<file path="src/rtl/kbr_pkg.sv">
// ----------------------------------------------------------------------------
// kbr_pkg
// Shared types and constants for the HID boot keyboard report builder.
// ----------------------------------------------------------------------------
package kbr_pkg;

    // Operation codes carried by an input item
    typedef enum logic [2:0] {
        OP_PRESS       = 3'd0,
        OP_RELEASE     = 3'd1,
        OP_PRESS_MOD   = 3'd2,
        OP_RELEASE_MOD = 3'd3,
        OP_RELEASE_ALL = 3'd4,
        OP_TICK        = 3'd5,
        OP_CONNECT     = 3'd6,
        OP_DISCONNECT  = 3'd7
    } op_t;

    // Configuration register indexes
    localparam int CFG_IDX_W  = 1;
    localparam int CFG_DATA_W = 16;
    localparam logic [CFG_IDX_W-1:0] REG_SENTINEL_BASE = 1'b0;
    localparam logic [CFG_IDX_W-1:0] REG_STUCK_TIMEOUT = 1'b1;

    // Reset values of the configuration registers
    localparam logic [7:0]  SENTINEL_BASE_RST = 8'd224;
    localparam logic [15:0] STUCK_TIMEOUT_RST = 16'd3000;

    // Key fields in one report
    localparam int REPORT_KEYS = 6;

    // Commands from the sequencer to the slot bank
    typedef struct packed {
        logic clear;    // zero every slot
        logic write;    // write one slot
        logic shift;    // remove one slot, pack later slots left
    } slot_cmd_t;

endpackage

</file>
<file path="src/rtl/kbr_slot_bank.sv">
// ----------------------------------------------------------------------------
// kbr_slot_bank
// Key slot registers: one scanned read port, single-slot write, left-pack
// removal and the fixed report taps.
// ----------------------------------------------------------------------------
module kbr_slot_bank #(
    parameter int KEY_SLOTS = 6,
    parameter int IDX_W     = 3
) (
    input  logic                                    aclk,
    input  logic                                    aresetn,
    input  kbr_pkg::slot_cmd_t                      cmd,
    input  logic [IDX_W-1:0]                        idx,
    input  logic [7:0]                              wr_data,
    output logic [7:0]                              rd_data,
    output logic                                    any_held,
    output logic [kbr_pkg::REPORT_KEYS-1:0][7:0]    rep_keys
);
    import kbr_pkg::*;

    logic [KEY_SLOTS-1:0][7:0] slots_reg;
    logic [KEY_SLOTS-1:0][7:0] nbr;

    // Right-hand neighbor of each slot, zero past the end
    for (genvar j = 0; j < KEY_SLOTS; j++) begin : g_nbr
        if (j < KEY_SLOTS - 1) begin : g_in
            assign nbr[j] = slots_reg[j+1];
        end else begin : g_end
            assign nbr[j] = 8'h00;
        end
    end

    // Slot storage
    always_ff @(posedge aclk) begin
        if (!aresetn) begin
            slots_reg <= '0;
        end else if (cmd.clear) begin
            slots_reg <= '0;
        end else if (cmd.write) begin
            slots_reg[idx] <= wr_data;
        end else if (cmd.shift) begin
            for (int j = 0; j < KEY_SLOTS; j++) begin
                if (IDX_W'(j) >= idx) begin
                    slots_reg[j] <= nbr[j];
                end
            end
        end
    end

    // Scanned read, held flag, report taps
    assign rd_data  = slots_reg[idx];
    assign any_held = |slots_reg;

    for (genvar i = 0; i < REPORT_KEYS; i++) begin : g_rep
        if (i < KEY_SLOTS) begin : g_key
            assign rep_keys[i] = slots_reg[i];
        end else begin : g_zero
            assign rep_keys[i] = 8'h00;
        end
    end

endmodule

</file>
<file path="src/rtl/keyboard_report_six_key_rollover_top.sv">
// ----------------------------------------------------------------------------
// keyboard_report_six_key_rollover_top
// HID boot keyboard report builder: modifier byte plus packed key slots,
// link flag and stuck-key idle timer, sequenced over one slot comparator.
// ----------------------------------------------------------------------------
// One item at a time. A key press or release scans one slot per cycle
// through the shared comparator; a release that finds its key then packs the
// slots in the shift state. s_ready is low from acceptance until the report
// is loaded into the output register, or to the end of dispatch when an item yields no report.
// Reset (aresetn low, synchronous) clears the report, idle count and link,
// and loads sentinel_base 224 and stuck_timeout 3000. cfg_ready is always high.
module keyboard_report_six_key_rollover_top #(
    parameter int KEY_SLOTS = 6
) (
    input  logic                              aclk,
    input  logic                              aresetn,
    // Input items
    input  logic                              s_valid,
    output logic                              s_ready,
    input  logic [2:0]                        s_operation,
    input  logic [7:0]                        s_key_code,
    input  logic [7:0]                        s_modifier_mask,
    // Reports
    output logic                              m_valid,
    input  logic                              m_ready,
    output logic [7:0]                        m_modifiers,
    output logic [7:0]                        m_key_one,
    output logic [7:0]                        m_key_two,
    output logic [7:0]                        m_key_three,
    output logic [7:0]                        m_key_four,
    output logic [7:0]                        m_key_five,
    output logic [7:0]                        m_key_six,
    output logic                              m_overflow,
    output logic                              m_auto_released,
    // Configuration writes
    input  logic                              cfg_valid,
    output logic                              cfg_ready,
    input  logic [kbr_pkg::CFG_IDX_W-1:0]     cfg_index,
    input  logic [kbr_pkg::CFG_DATA_W-1:0]    cfg_data
);
    import kbr_pkg::*;

    localparam int IDX_W = (KEY_SLOTS > 1) ? $clog2(KEY_SLOTS) : 1;
    localparam logic [IDX_W-1:0] LAST_IDX = IDX_W'(KEY_SLOTS - 1);

    typedef enum logic [4:0] {
        ST_IDLE     = 5'b00001,
        ST_DISPATCH = 5'b00010,
        ST_SCAN     = 5'b00100,
        ST_SHIFT    = 5'b01000,
        ST_EMIT     = 5'b10000
    } state_t;

    state_t            state_reg, state_next;
    op_t               op_reg;
    logic [7:0]        code_reg, mask_reg;
    logic [IDX_W-1:0]  idx_reg, idx_next;
    logic              ovf_reg, ovf_next;
    logic              auto_reg, auto_next;
    logic [7:0]        mod_reg, mod_next;
    logic [15:0]       idle_reg, idle_next;
    logic              link_reg, link_next;
    logic [7:0]        base_reg;
    logic [15:0]       timeout_reg;

    logic              m_valid_reg, m_valid_next;
    logic [7:0]        out_mod_reg;
    logic [REPORT_KEYS-1:0][7:0] out_keys_reg;
    logic              out_ovf_reg, out_auto_reg;

    slot_cmd_t         cmd;
    logic [7:0]        rd_data;
    logic              slots_held;
    logic [REPORT_KEYS-1:0][7:0] rep_keys;

    logic [7:0]        code_off;
    logic              is_sent;
    logic [7:0]        mod_bit;
    logic [15:0]       idle_inc;
    logic              out_free;
    logic              load_out;
    logic              is_press;

    kbr_slot_bank #(
        .KEY_SLOTS (KEY_SLOTS),
        .IDX_W     (IDX_W)
    ) u_slots (
        .aclk     (aclk),
        .aresetn  (aresetn),
        .cmd      (cmd),
        .idx      (idx_reg),
        .wr_data  (code_reg),
        .rd_data  (rd_data),
        .any_held (slots_held),
        .rep_keys (rep_keys)
    );

    // Sentinel window and modifier bit
    assign code_off = code_reg - base_reg;
    assign is_sent  = (code_reg >= base_reg) && (code_off[7:3] == 5'd0);
    assign mod_bit  = 8'h01 << code_off[2:0];
    assign idle_inc = (idle_reg == 16'hFFFF) ? idle_reg : idle_reg + 16'd1;
    assign is_press = (op_reg == OP_PRESS) || (op_reg == OP_PRESS_MOD);

    assign out_free = !m_valid_reg || m_ready;
    assign load_out = (state_reg == ST_EMIT) && out_free;

    // Sequencer
    always_comb begin
        state_next = state_reg;
        idx_next   = idx_reg;
        ovf_next   = ovf_reg;
        auto_next  = auto_reg;
        mod_next   = mod_reg;
        idle_next  = idle_reg;
        link_next  = link_reg;
        cmd        = '0;

        unique case (state_reg)
            ST_IDLE: begin
                if (s_valid) begin
                    state_next = ST_DISPATCH;
                end
            end
            ST_DISPATCH: begin
                ovf_next  = 1'b0;
                auto_next = 1'b0;
                idx_next  = '0;
                unique case (op_reg)
                    OP_PRESS, OP_PRESS_MOD: begin
                        if (!link_reg) begin
                            state_next = ST_IDLE;
                        end else begin
                            idle_next = '0;
                            if (is_sent) begin
                                mod_next   = mod_reg | mod_bit |
                                             ((op_reg == OP_PRESS_MOD) ? mask_reg : 8'h00);
                                state_next = ST_EMIT;
                            end else begin
                                if (op_reg == OP_PRESS_MOD) begin
                                    mod_next = mod_reg | mask_reg;
                                end
                                state_next = ST_SCAN;
                            end
                        end
                    end
                    OP_RELEASE, OP_RELEASE_MOD: begin
                        if (!link_reg) begin
                            state_next = ST_IDLE;
                        end else begin
                            idle_next = '0;
                            if (is_sent) begin
                                mod_next   = mod_reg & ~mod_bit;
                                state_next = ST_EMIT;
                            end else begin
                                state_next = ST_SCAN;
                            end
                        end
                    end
                    OP_RELEASE_ALL: begin
                        idle_next  = '0;
                        mod_next   = '0;
                        cmd.clear  = 1'b1;
                        state_next = link_reg ? ST_EMIT : ST_IDLE;
                    end
                    OP_TICK: begin
                        idle_next  = idle_inc;
                        state_next = ST_IDLE;
                        if (link_reg && ((mod_reg != 8'h00) || slots_held) &&
                            (idle_inc >= timeout_reg)) begin
                            idle_next  = '0;
                            mod_next   = '0;
                            cmd.clear  = 1'b1;
                            auto_next  = 1'b1;
                            state_next = ST_EMIT;
                        end
                    end
                    OP_CONNECT: begin
                        link_next  = 1'b1;
                        mod_next   = '0;
                        cmd.clear  = 1'b1;
                        state_next = ST_EMIT;
                    end
                    OP_DISCONNECT: begin
                        link_next  = 1'b0;
                        idle_next  = '0;
                        mod_next   = '0;
                        cmd.clear  = 1'b1;
                        state_next = ST_IDLE;
                    end
                endcase
            end
            ST_SCAN: begin
                // One slot per cycle through the shared comparator
                if (rd_data == code_reg) begin
                    state_next = is_press ? ST_EMIT : ST_SHIFT;
                end else if (is_press && (rd_data == 8'h00)) begin
                    cmd.write  = 1'b1;
                    state_next = ST_EMIT;
                end else if (idx_reg == LAST_IDX) begin
                    ovf_next   = is_press;
                    state_next = ST_EMIT;
                end else begin
                    idx_next = idx_reg + IDX_W'(1);
                end
            end
            ST_SHIFT: begin
                cmd.shift  = 1'b1;
                state_next = ST_EMIT;
            end
            ST_EMIT: begin
                if (out_free) begin
                    if (op_reg == OP_RELEASE_MOD) begin
                        mod_next = mod_reg & ~mask_reg;
                    end
                    state_next = ST_IDLE;
                end
            end
            default: begin
                state_next = ST_IDLE;
            end
        endcase
    end

    assign s_ready   = (state_reg == ST_IDLE);
    assign cfg_ready = 1'b1;

    // Control and state registers
    always_ff @(posedge aclk) begin
        if (!aresetn) begin
            state_reg   <= ST_IDLE;
            mod_reg     <= '0;
            idle_reg    <= '0;
            link_reg    <= 1'b0;
            base_reg    <= SENTINEL_BASE_RST;
            timeout_reg <= STUCK_TIMEOUT_RST;
            m_valid_reg <= 1'b0;
        end else begin
            state_reg   <= state_next;
            mod_reg     <= mod_next;
            idle_reg    <= idle_next;
            link_reg    <= link_next;
            m_valid_reg <= m_valid_next;
            if (cfg_valid) begin
                unique case (cfg_index)
                    REG_SENTINEL_BASE: base_reg    <= cfg_data[7:0];
                    REG_STUCK_TIMEOUT: timeout_reg <= cfg_data;
                    default: ;
                endcase
            end
        end
    end

    // Item and sequencer payload
    always_ff @(posedge aclk) begin
        if (s_valid && s_ready) begin
            op_reg   <= op_t'(s_operation);
            code_reg <= s_key_code;
            mask_reg <= s_modifier_mask;
        end
        idx_reg  <= idx_next;
        ovf_reg  <= ovf_next;
        auto_reg <= auto_next;
    end

    // Output register
    always_comb begin
        m_valid_next = m_valid_reg;
        if (load_out) begin
            m_valid_next = 1'b1;
        end else if (m_ready) begin
            m_valid_next = 1'b0;
        end
    end

    always_ff @(posedge aclk) begin
        if (load_out) begin
            out_mod_reg  <= mod_reg;
            out_keys_reg <= rep_keys;
            out_ovf_reg  <= ovf_reg;
            out_auto_reg <= auto_reg;
        end
    end

    assign m_valid         = m_valid_reg;
    assign m_modifiers     = out_mod_reg;
    assign m_key_one       = out_keys_reg[0];
    assign m_key_two       = out_keys_reg[1];
    assign m_key_three     = out_keys_reg[2];
    assign m_key_four      = out_keys_reg[3];
    assign m_key_five      = out_keys_reg[4];
    assign m_key_six       = out_keys_reg[5];
    assign m_overflow      = out_ovf_reg;
    assign m_auto_released = out_auto_reg;

endmodule

</file>
<file path="config.mk">
export PLATFORM = sky130hd
export DESIGN_NAME = keyboard_report_six_key_rollover_top
export DESIGN_NICKNAME = d
export VERILOG_FILES = /design/src/rtl/kbr_pkg.sv /design/src/rtl/kbr_slot_bank.sv /design/src/rtl/keyboard_report_six_key_rollover_top.sv
export SDC_FILE = /design/constraint.sdc
export NUM_CORES = 1
export LEC_CHECK = 0
export BUFFER_PORTS_ARGS = -buffer_cell sky130_fd_sc_hd__buf_2
export CAP_MARGIN = 20
export CORE_MARGIN = 8
export CORE_UTILIZATION = 35
export DETAILED_ROUTE_END_ITERATION = 7
export SLEW_MARGIN = 20
export SYNTH_ARGS = -nofsm -noshare
export SYNTH_HDL_FRONTEND = slang
export SYNTH_SLANG_ARGS = --single-unit
</file>
<file path="constraint.sdc">
create_clock -name aclk -period 4.6 [get_ports aclk]
set_input_delay 0 -clock aclk [delete_from_list [all_inputs] [get_ports aclk]]
set_output_delay 0 -clock aclk [all_outputs]
set_load 0.1 [all_outputs]
</file>
; Word level (Yosys, flattened, before mapping)
; Cells that the tools add are included.
[op_classes]
add_sub_neg = 3
magnitude_cmp = 10
eq_ne = 29
n_shift = 1
muxes = 58
n_bitwise = 9
n_reduce_logical = 48
[ops]
columns = operator, n
row1 = 2-to-1 mux 8 bit, 17
row2 = 2-to-1 mux 48 bit, 2
row3 = 2-to-1 mux 5 bit, 10
row4 = case mux 5 bit (5 select lines), 2
row5 = bitwise mux 48 bit, 1
row6 = 2-to-1 mux 16 bit, 3
row7 = case mux 16 bit (3 select lines), 1
row8 = OR reduction 48 bit, 1
row9 = case mux 8 bit (4 select lines), 1
row10 = binary-select mux 8 bit (select 3 bit), 1
row11 = demux 8 bit (select 3 bit), 1
row12 = bitwise OR 8 bit, 3
row13 = nonzero test 2 bit, 11
row14 = AND reduction 2 bit, 9
row15 = "adder 16 x 1 -> 16 bit, second input constant", 1
row16 = AND 8 bit, 2
row17 = "equality test 16 bit, second input constant", 1
row18 = greater-or-equal comparator 16 bit, 1
row19 = NOT 8 bit, 2
row20 = case mux 8 bit (2 select lines), 1
row21 = "equality test 3 bit, second input constant", 5
row22 = "inequality test 2 bit, second input constant", 6
row23 = "inequality test 3 bit, second input constant", 4
row24 = 2-to-1 mux 1 bit, 11
row25 = other kinds (37), 61
[totals]
ff_bits = 185
inputBits = 41
out_inout_bits = 61
wordCells = 186

; Longest topological paths before layout
; Gate-level depths: netlist (run 1).
[depth]
word_depth = 9
ltp_mapped = 19
mapped_depth_nobuf = 17

; By module
; From an unflattened synthesis (run 1), not the netlist that was laid out.
[hier_totals]
cells_unflattened = 907
hier_area_um2 = 9258.9
[modules_own_cells]
columns = mod, n_inst, cells_per_inst, area_each_um2, seq_area_each_um2
row1 = keyboard_report_six_key_rollover_top, 1, 619, 6551.3, 3563.4
row2 = kbr_slot_bank, 1, 288, 2707.6, 960.9

; Worst setup path before layout (run 1)
; OpenSTA, ideal clock, no wires.
[synth_timing]
path_kind = register to register
start = reg idle_reg[0]
end = reg mod_reg[7]
setup_time_ns = 0.081
arrival_time_ns = 4.178
slack_ns = 0.341
path_stages_with_launch = 19
n_path_buf = 1
path_cell_list = dfxtp_1 -> ha_1 -> nand2_1 -> or3_1 -> or3_1 -> clkbuf_1 -> nand2b_1 -> nor2_1 -> xnor2_1 -> ha_1 -> nand2_1 -> o21ai_0 -> a41oi_1 -> or3_1 -> a31oi_1 -> o21ai_0 -> o32ai_1 -> nand4_1 -> o22ai_1
[synth_via]
elab_chain_len = 6
elab_cells_between_ends = 7
cone_classes = 1 x add/sub / 1 x order compare / 2 x eq/ne / 1 x mux / 2 x reduce/logical
[synth_lines]
columns = element, line
row1 = start: declaration, keyboard_report_six_key_rollover_top.sv:61  ; logic [15:0] idle_reg, idle_next;
row2 = start signal: assignment, keyboard_report_six_key_rollover_top.sv:241  ; idle_reg <= idle_next;
row3 = adder 16 x 1 -> 16 bit / equality test 16 bit (equally long branches), keyboard_report_six_key_rollover_top.sv:102  ; assign idle_inc = (idle_reg == 16'hFFFF) ? idle_reg : idle_reg + 16'd1;
row4 = 2-to-1 mux 16 bit *, keyboard_report_six_key_rollover_top.sv:102
row5 = greater-or-equal comparator 16 bit *, keyboard_report_six_key_rollover_top.sv:170  ; (idle_inc >= timeout_reg)) begin
row6 = logical AND 1 bit *, keyboard_report_six_key_rollover_top.sv:169  ; if (link_reg && ((mod_reg != 8'h00) || slots_held) &&
row7 = inequality test 3 bit (no line) *, --
row8 = AND reduction 8 bit (no line) *, --
row9 = end signal: assignment, keyboard_report_six_key_rollover_top.sv:240  ; mod_reg <= mod_next;
row10 = end: declaration, keyboard_report_six_key_rollover_top.sv:60  ; logic [7:0] mod_reg, mod_next;
; Mark *: on every way between the ends. The rest lies on a longest branch, timed or not.
; A chain may end at the register's enable or synchronous reset.

; Final worst setup path (run 1)
[layout_timing]
start = reg idle_reg[0]
end = reg mod_reg[0]
; Same word-level chain as after synthesis.

==> impl_metrics.yaml, run 1 <==
power_and_ir_drop:
  comb_power_share_pct: 8.8
  power_density_nw_per_um2: 322
  clkPwrFrac_pct: 41.8
  sequentialPowerShare_pct: 49.4
  swShare_pct: 27.6
  internal-power_mw: 2.61
  leakage_nw: 4.23
  power_mw: 3.60
  ir_drop_uv: 200
  power_switching_uw: 992
route:
  firstDrtPassIters: 6
  vias_per_cell: 5.47
  route.detailed.drc: 0
  final_antenna_net_count: 0
  routed_wl_um: 26200
  wire_per_inst_um: 18.2
  drt_iter0_drc: 716
  dr_total_vias: 7848
setup_path:
  worstPathRequired_ns: 4.91
  end_kind: "flip-flop"
  crit_family: "simple AND/OR/NAND/NOR gates"
  rr_startpoint: "idle_reg[0]"
  cp_num_cells: 16
  cp_max_fo: 9
  crit_type: "reg2reg"
  crit_slowest_cell: "or3_1"
  r2r_slack_ns: 0.32
  startpoint_type: "flip-flop"
  cp_slowest_stage_delay_ns: 0.55
  reg2reg_depth: 16
  cp-startpoint: "idle_reg[0]"
  crit_buf_inv: 1
  worstPathArrival_ns: 4.59
  crit_top_cell: "or3_1"
  crit_chain: "ha_1, nand2_1, or3_1, or3_1, mux2_2, ha_1, nand2_1, o21ai_0, a41oi_1, or3_1, a31oi_2, o21ai_0, o32ai_1, buf_4, o211a_1, o22ai_1"
grt:
  antenna_found_initial: 2
  grt_start_max_net_pins: 81
  track_usage_pct: 16.6
  gr-total-overflow: 0
  grt_pass1_vias: 7461
  grt_pass1_wl_um: 41700
synth:
  synthesis.nets: 1025
  syn_inst: 955
  synthArstFlopShare_pct: 0
  yosysSeqAreaShare_pct: 48.9
  synth_warnings: 0
  synth-edff-count: 82
  syn_avg_cell_area_sq_um: 9.69
  syn-cell-area_sq_um: 9250
  ys_seq_elements: 185
  synth_cell_types: 78
  ys.flop_type: "dfxtp_1"
run_status:
  violations: "hold timing"
  status: "finished, violations left"
timing:
  slew_viol_final: 0
  rsz0062_at_grt: "false"
  min_period_ns: 4.28
  relSlewSlack_pct: 35.7
  clock_skew_ns: 0.0135
  setup_tns_ns: 0
  hold_violations: 1
  hold_slack_ns: -0.000809
  fmax_mhz: 234
  tightest_slew_ns: 0.952
  period_share_pct: 93.0
  fin_ws_ns: 0.320
  setup_violations: 0
final_layout:
  drive_above_1_share_pct: 17.5
  nFillCells: 2570
  area_delta_synth_final_pct: 21.0
  largest_reg_flops: 48
  final_cell_mix: "dfxtp_1 (103), nand2_1 (100), buf_2 (100)"
  nNetsFinal: 1156
  layout_commonest_cell: "dfxtp_1"
placed_design:
  pre_cts_ws_ns: 0.00980
  place.port_buffers: 100
  hpwl_um: 18700
  routabilityCongestion: 0.924
floorplan:
  die_area_sq_um: 31900
  die_y_um: 179
  die_x_um: 179
  rows: 59
  initial_core_util_pct: 35.6
  io_pins: 102
  core-area_sq_um: 26000
cts:
  clk_path_buf_depth: 2
  insertion_delay_ns: 0.44
  cts.sinks: 185
  clk_pin_slew_worst_paths_ns: 0.08
  h-tree-depth: 4
  cts_tree: "done"
  cts_root_buf: "clkbuf_16"
  numCtsBuffers: 17
min_path:
  min_from: "m_ready"
  hold_depth: 3
  hp-class: "in2reg"
job:
  maxCapViolations: 0
[worst paths after layout]
check | end
worst max-delay path | mod_reg[0]
worst max register to register | mod_reg[0]
worst min register to register | m_auto_released
worst min-delay path | m_valid
[final cells by class]
type | count | area (sq um) | share of cell area (%)
clock inverter | 15 | 194 | 1.73
antenna | 2 | 5.00 | 0.0447
tap | 335 | 419 | 3.75
timing repair buffer | 161 | 1080 | 9.65
multi-input combinational | 673 | 4360 | 39.0
clock buffer | 17 | 425 | 3.80
inverter | 48 | 180 | 1.61
sequential | 185 | 4520 | 40.4
[timing repair]
item                       4_1_cts  5_1_grt
setup buffers                    0        1
cloned                           0        0
hold endpoints to repair        46        0
pin swaps                        0        1
resized for setup                1        5
hold buffers                    37        0
setup endpoints to repair        5       68
[power by group through the flow]
stage                     clock network (mW)  logic [mW]  registers (mW)
after global routing                    1.60       0.349            1.78
after CTS                               1.53       0.314            1.78
after detailed placement                   0       0.288            1.82
after floorplan                            0       0.206            1.80
final                                   1.50       0.316            1.78
after global placement                     0       0.285            1.82
[layer usage]
metal / global-route usage [%] / share of wire, % / up-vias
met5: 0 / 0 / -
met4: 6.34 / 2.8 / 0
met3: 3.81 / 7.4 / 53
met2: 25.0 / 44 / 295
met1: 22.7 / 46 / 3670
li1: - / - / 3830
[worst reg2reg max path: cells and delay by family, from the launching register on]
family | cells | cell delay (ns)
multiplexers | 1 | 0.36
flip-flops | 1 | 0.41
AND/OR/NAND/NOR | 5 | 1.38
AO/OA/AOI/OAI | 7 | 1.26
buffers and inverters | 1 | 0.24
adder cells (fa/ha/maj) | 2 | 0.51
[cells by family (layout without fill, tap and decap cells)]
family	Yosys count	in the layout	synth area share (%)
other	1	3	0.0405
AND/OR/NAND/NOR	365	365	19.4
adder cells (fa/ha/maj)	29	29	4.00
flip-flops	185	185	48.9
AO/OA/AOI/OAI	241	241	19.3
buffers and inverters	97	241	4.34
multiplexers	20	20	2.42
XOR/XNOR	17	17	1.61
[synth_stat cells (13+ instances only)]
cell type / n / area, sq um
a211oi_1: 32 / 240
nor2_1: 93 / 349
nor2b_1: 22 / 138
mux2_2: 13 / 146
ha_1: 28 / 350
inv_1: 46 / 173
nor3_1: 36 / 180
a22oi_1: 19 / 143
a21boi_0: 22 / 165
nand4_1: 18 / 113
edfxtp_1: 82 / 2460
dfxtp_1: 103 / 2060
buf_2: 15 / 75.1
clkbuf_1: 29 / 109
a21oi_1: 48 / 240
nor4_1: 20 / 125
nand2_1: 100 / 375
nand3_1: 24 / 120
o21ai_0: 18 / 90.1
[through the flow]
stage	hold WS, ns	std cells	util (%)	area, sq um
2_1_floorplan	0.0989	955	-	9250
3_3_place_gp	0.178	1363	39.1	10200
3_5_place_dp	0.178	1364	39.1	10200
4_1_cts	0.00445	1433	42.9	11200
5_1_grt	0.0226	1435	43.0	11200
6_report	-0.000809	1436	43.1	11200
Power figures use the tool's default switching activity.
==> run 2, diff against run 1 <==
CORE_MARGIN = not set   (was 8)
==> impl_metrics.yaml, run 2 (synthesis gave the netlist of run 1 again) <==
cts:
  cts_tree: "done"
  clk_pin_slew_worst_paths_ns: 0.08
  clk_path_buf_depth: 2
  insertion_delay_ns: 0.45
  cts.sinks: 185
  numCtsBuffers: 17
  h-tree-depth: 4
  cts_root_buf: "clkbuf_16"
setup_path:
  crit_top_cell: "or3_1"
  crit_chain: "ha_1, nand2_1, or3_1, or3_1, buf_4, mux2_2, ha_1, nand2_1, o21ai_0, a41oi_1, or3_1, a31oi_4, o21ai_0, o32ai_1, buf_4, o211a_1, o22ai_1"
  startpoint_type: "flip-flop"
  worstPathRequired_ns: 4.92
  cp_slowest_stage_delay_ns: 0.49
  cp_max_fo: 8
  crit_family: "simple AND/OR/NAND/NOR gates"
  worstPathArrival_ns: 4.66
  crit_buf_inv: 2
  end_kind: "flip-flop"
  crit_type: "reg2reg"
  crit_slowest_cell: "or3_1"
floorplan:
  core-area_sq_um: 26000
  io_pins: 102
  initial_core_util_pct: 35.6
  die_area_sq_um: 27100
  die_x_um: 165
  rows: 59
  die_y_um: 165
route:
  wire_per_inst_um: 17.9
  routed_wl_um: 25600
  route.detailed.drc: 0
  vias_per_cell: 5.48
  firstDrtPassIters: 5
  final_antenna_net_count: 0
  dr_total_vias: 7836
  drt_iter0_drc: 549
final_layout:
  nNetsFinal: 1151
  nFillCells: 2546
  seq_area_sq_um: 4520
  area_delta_synth_final_pct: 20.5
  drive_above_1_share_pct: 17.2
  n_antenna_cell: 0
  multiInputGateArea_sq_um: 4370
  final_cell_mix: "dfxtp_1 (103), nand2_1 (100), buf_2 (100)"
  largest_reg_flops: 48
  layout_commonest_cell: "dfxtp_1"
placed_design:
  routabilityCongestion: 0.912
  hpwl_um: 17800
  place.port_buffers: 100
job:
  maxCapViolations: 0
grt:
  grt_pass1_wl_um: 39400
  grt_start_max_net_pins: 81
  grt_pass1_vias: 7093
  antenna_found_initial: 0
  track_usage_pct: 19.2
  gr-total-overflow: 0
power_and_ir_drop:
  ir_drop_uv: 206
  leakage_nw: 4.20
  power_mw: 3.61
  power_density_nw_per_um2: 324
timing:
  fmax_mhz: 230
  min_period_ns: 4.34
  slew_viol_final: 0
  period_share_pct: 94.4
  setup_violations: 0
  hold_slack_ns: 0.0288
  tightest_slew_ns: 1.18
  rsz0062_at_grt: "false"
  clock_skew_ns: 0.0221
  relSlewSlack_pct: 20.5
  hold_violations: 0
run_status:
  status: "completed"
min_path:
  hp-class: "in2reg"
==> run 2: routing by layer <==
metal / global-route usage [%] / vias to the layer above / routed length, um
met3: 3.57 / 33 / 1440
met1: 26.8 / 3726 / 12100
met5: 0 / - / 0
li1: - / 3833 / -
met4: 6.17 / 0 / 501
met2: 29.7 / 244 / 11500
==> run 2: tightest hold or removal path, cell delays in order <==
cell      delay, ns
buf_2          0.11
nand2b_1       0.16
nand2_1        0.10
a21boi_0       0.06
==> run 2: where the power goes <==
part,internal (mW),switching [mW]
Clock,0.752,0.768
Sequential,1.74,0.0375
Combinational,0.119,0.196
Total,2.61,1.00
==> run 2: per-stage QoR <==
step | utilization, % | setup WS [ns] | area, sq um | TNS, ns | std cells
finish | 42.9 | 0.259 | 11100 | 0 | 1429
global route | 42.9 | 0.0450 | 11100 | 0 | 1429
CTS | 42.8 | 0.00456 | 11100 | 0 | 1428
detailed placement | 39.0 | -0.0138 | 10100 | -0.0310 | 1359
global placement | 39.0 | 0.146 | 10100 | 0 | 1359
floorplan | - | 0.341 | 9250 | 0 | 955
==> run 2: what timing repair did <==
| action | 4_1_cts | 5_1_grt |
|---|---|---|
| pin swaps | 0 | 1 |
| buffers inserted | 0 | 1 |
| gates resized for setup | 1 | 5 |
| hold buffers | 37 | 0 |
| endpoints found under the setup margin | 11 | 66 |
| endpoints found under the hold margin | 46 | 0 |
==> run 2: path summary, 6_finish.rpt <==
path / startpoint / end / slack (ns) / depth (start not counted)
worst max-delay path: idle_reg[0] / mod_reg[7] / 0.26 / 17
worst min-delay path: cfg_valid / base_reg[3] / 0.03 / 4
worst max register to register: idle_reg[0] / mod_reg[7] / 0.26 / 17
worst min register to register: auto_reg / m_auto_released / 0.44 / 0
==> run 2: final cells by class <==
type,count,area share [%]
clock inverter,15,1.74
sequential,185,40.6
inverter,48,1.62
timing repair buffer,156,9.32
tap,335,3.76
clock buffer,17,3.82
multi-input combinational,673,39.2
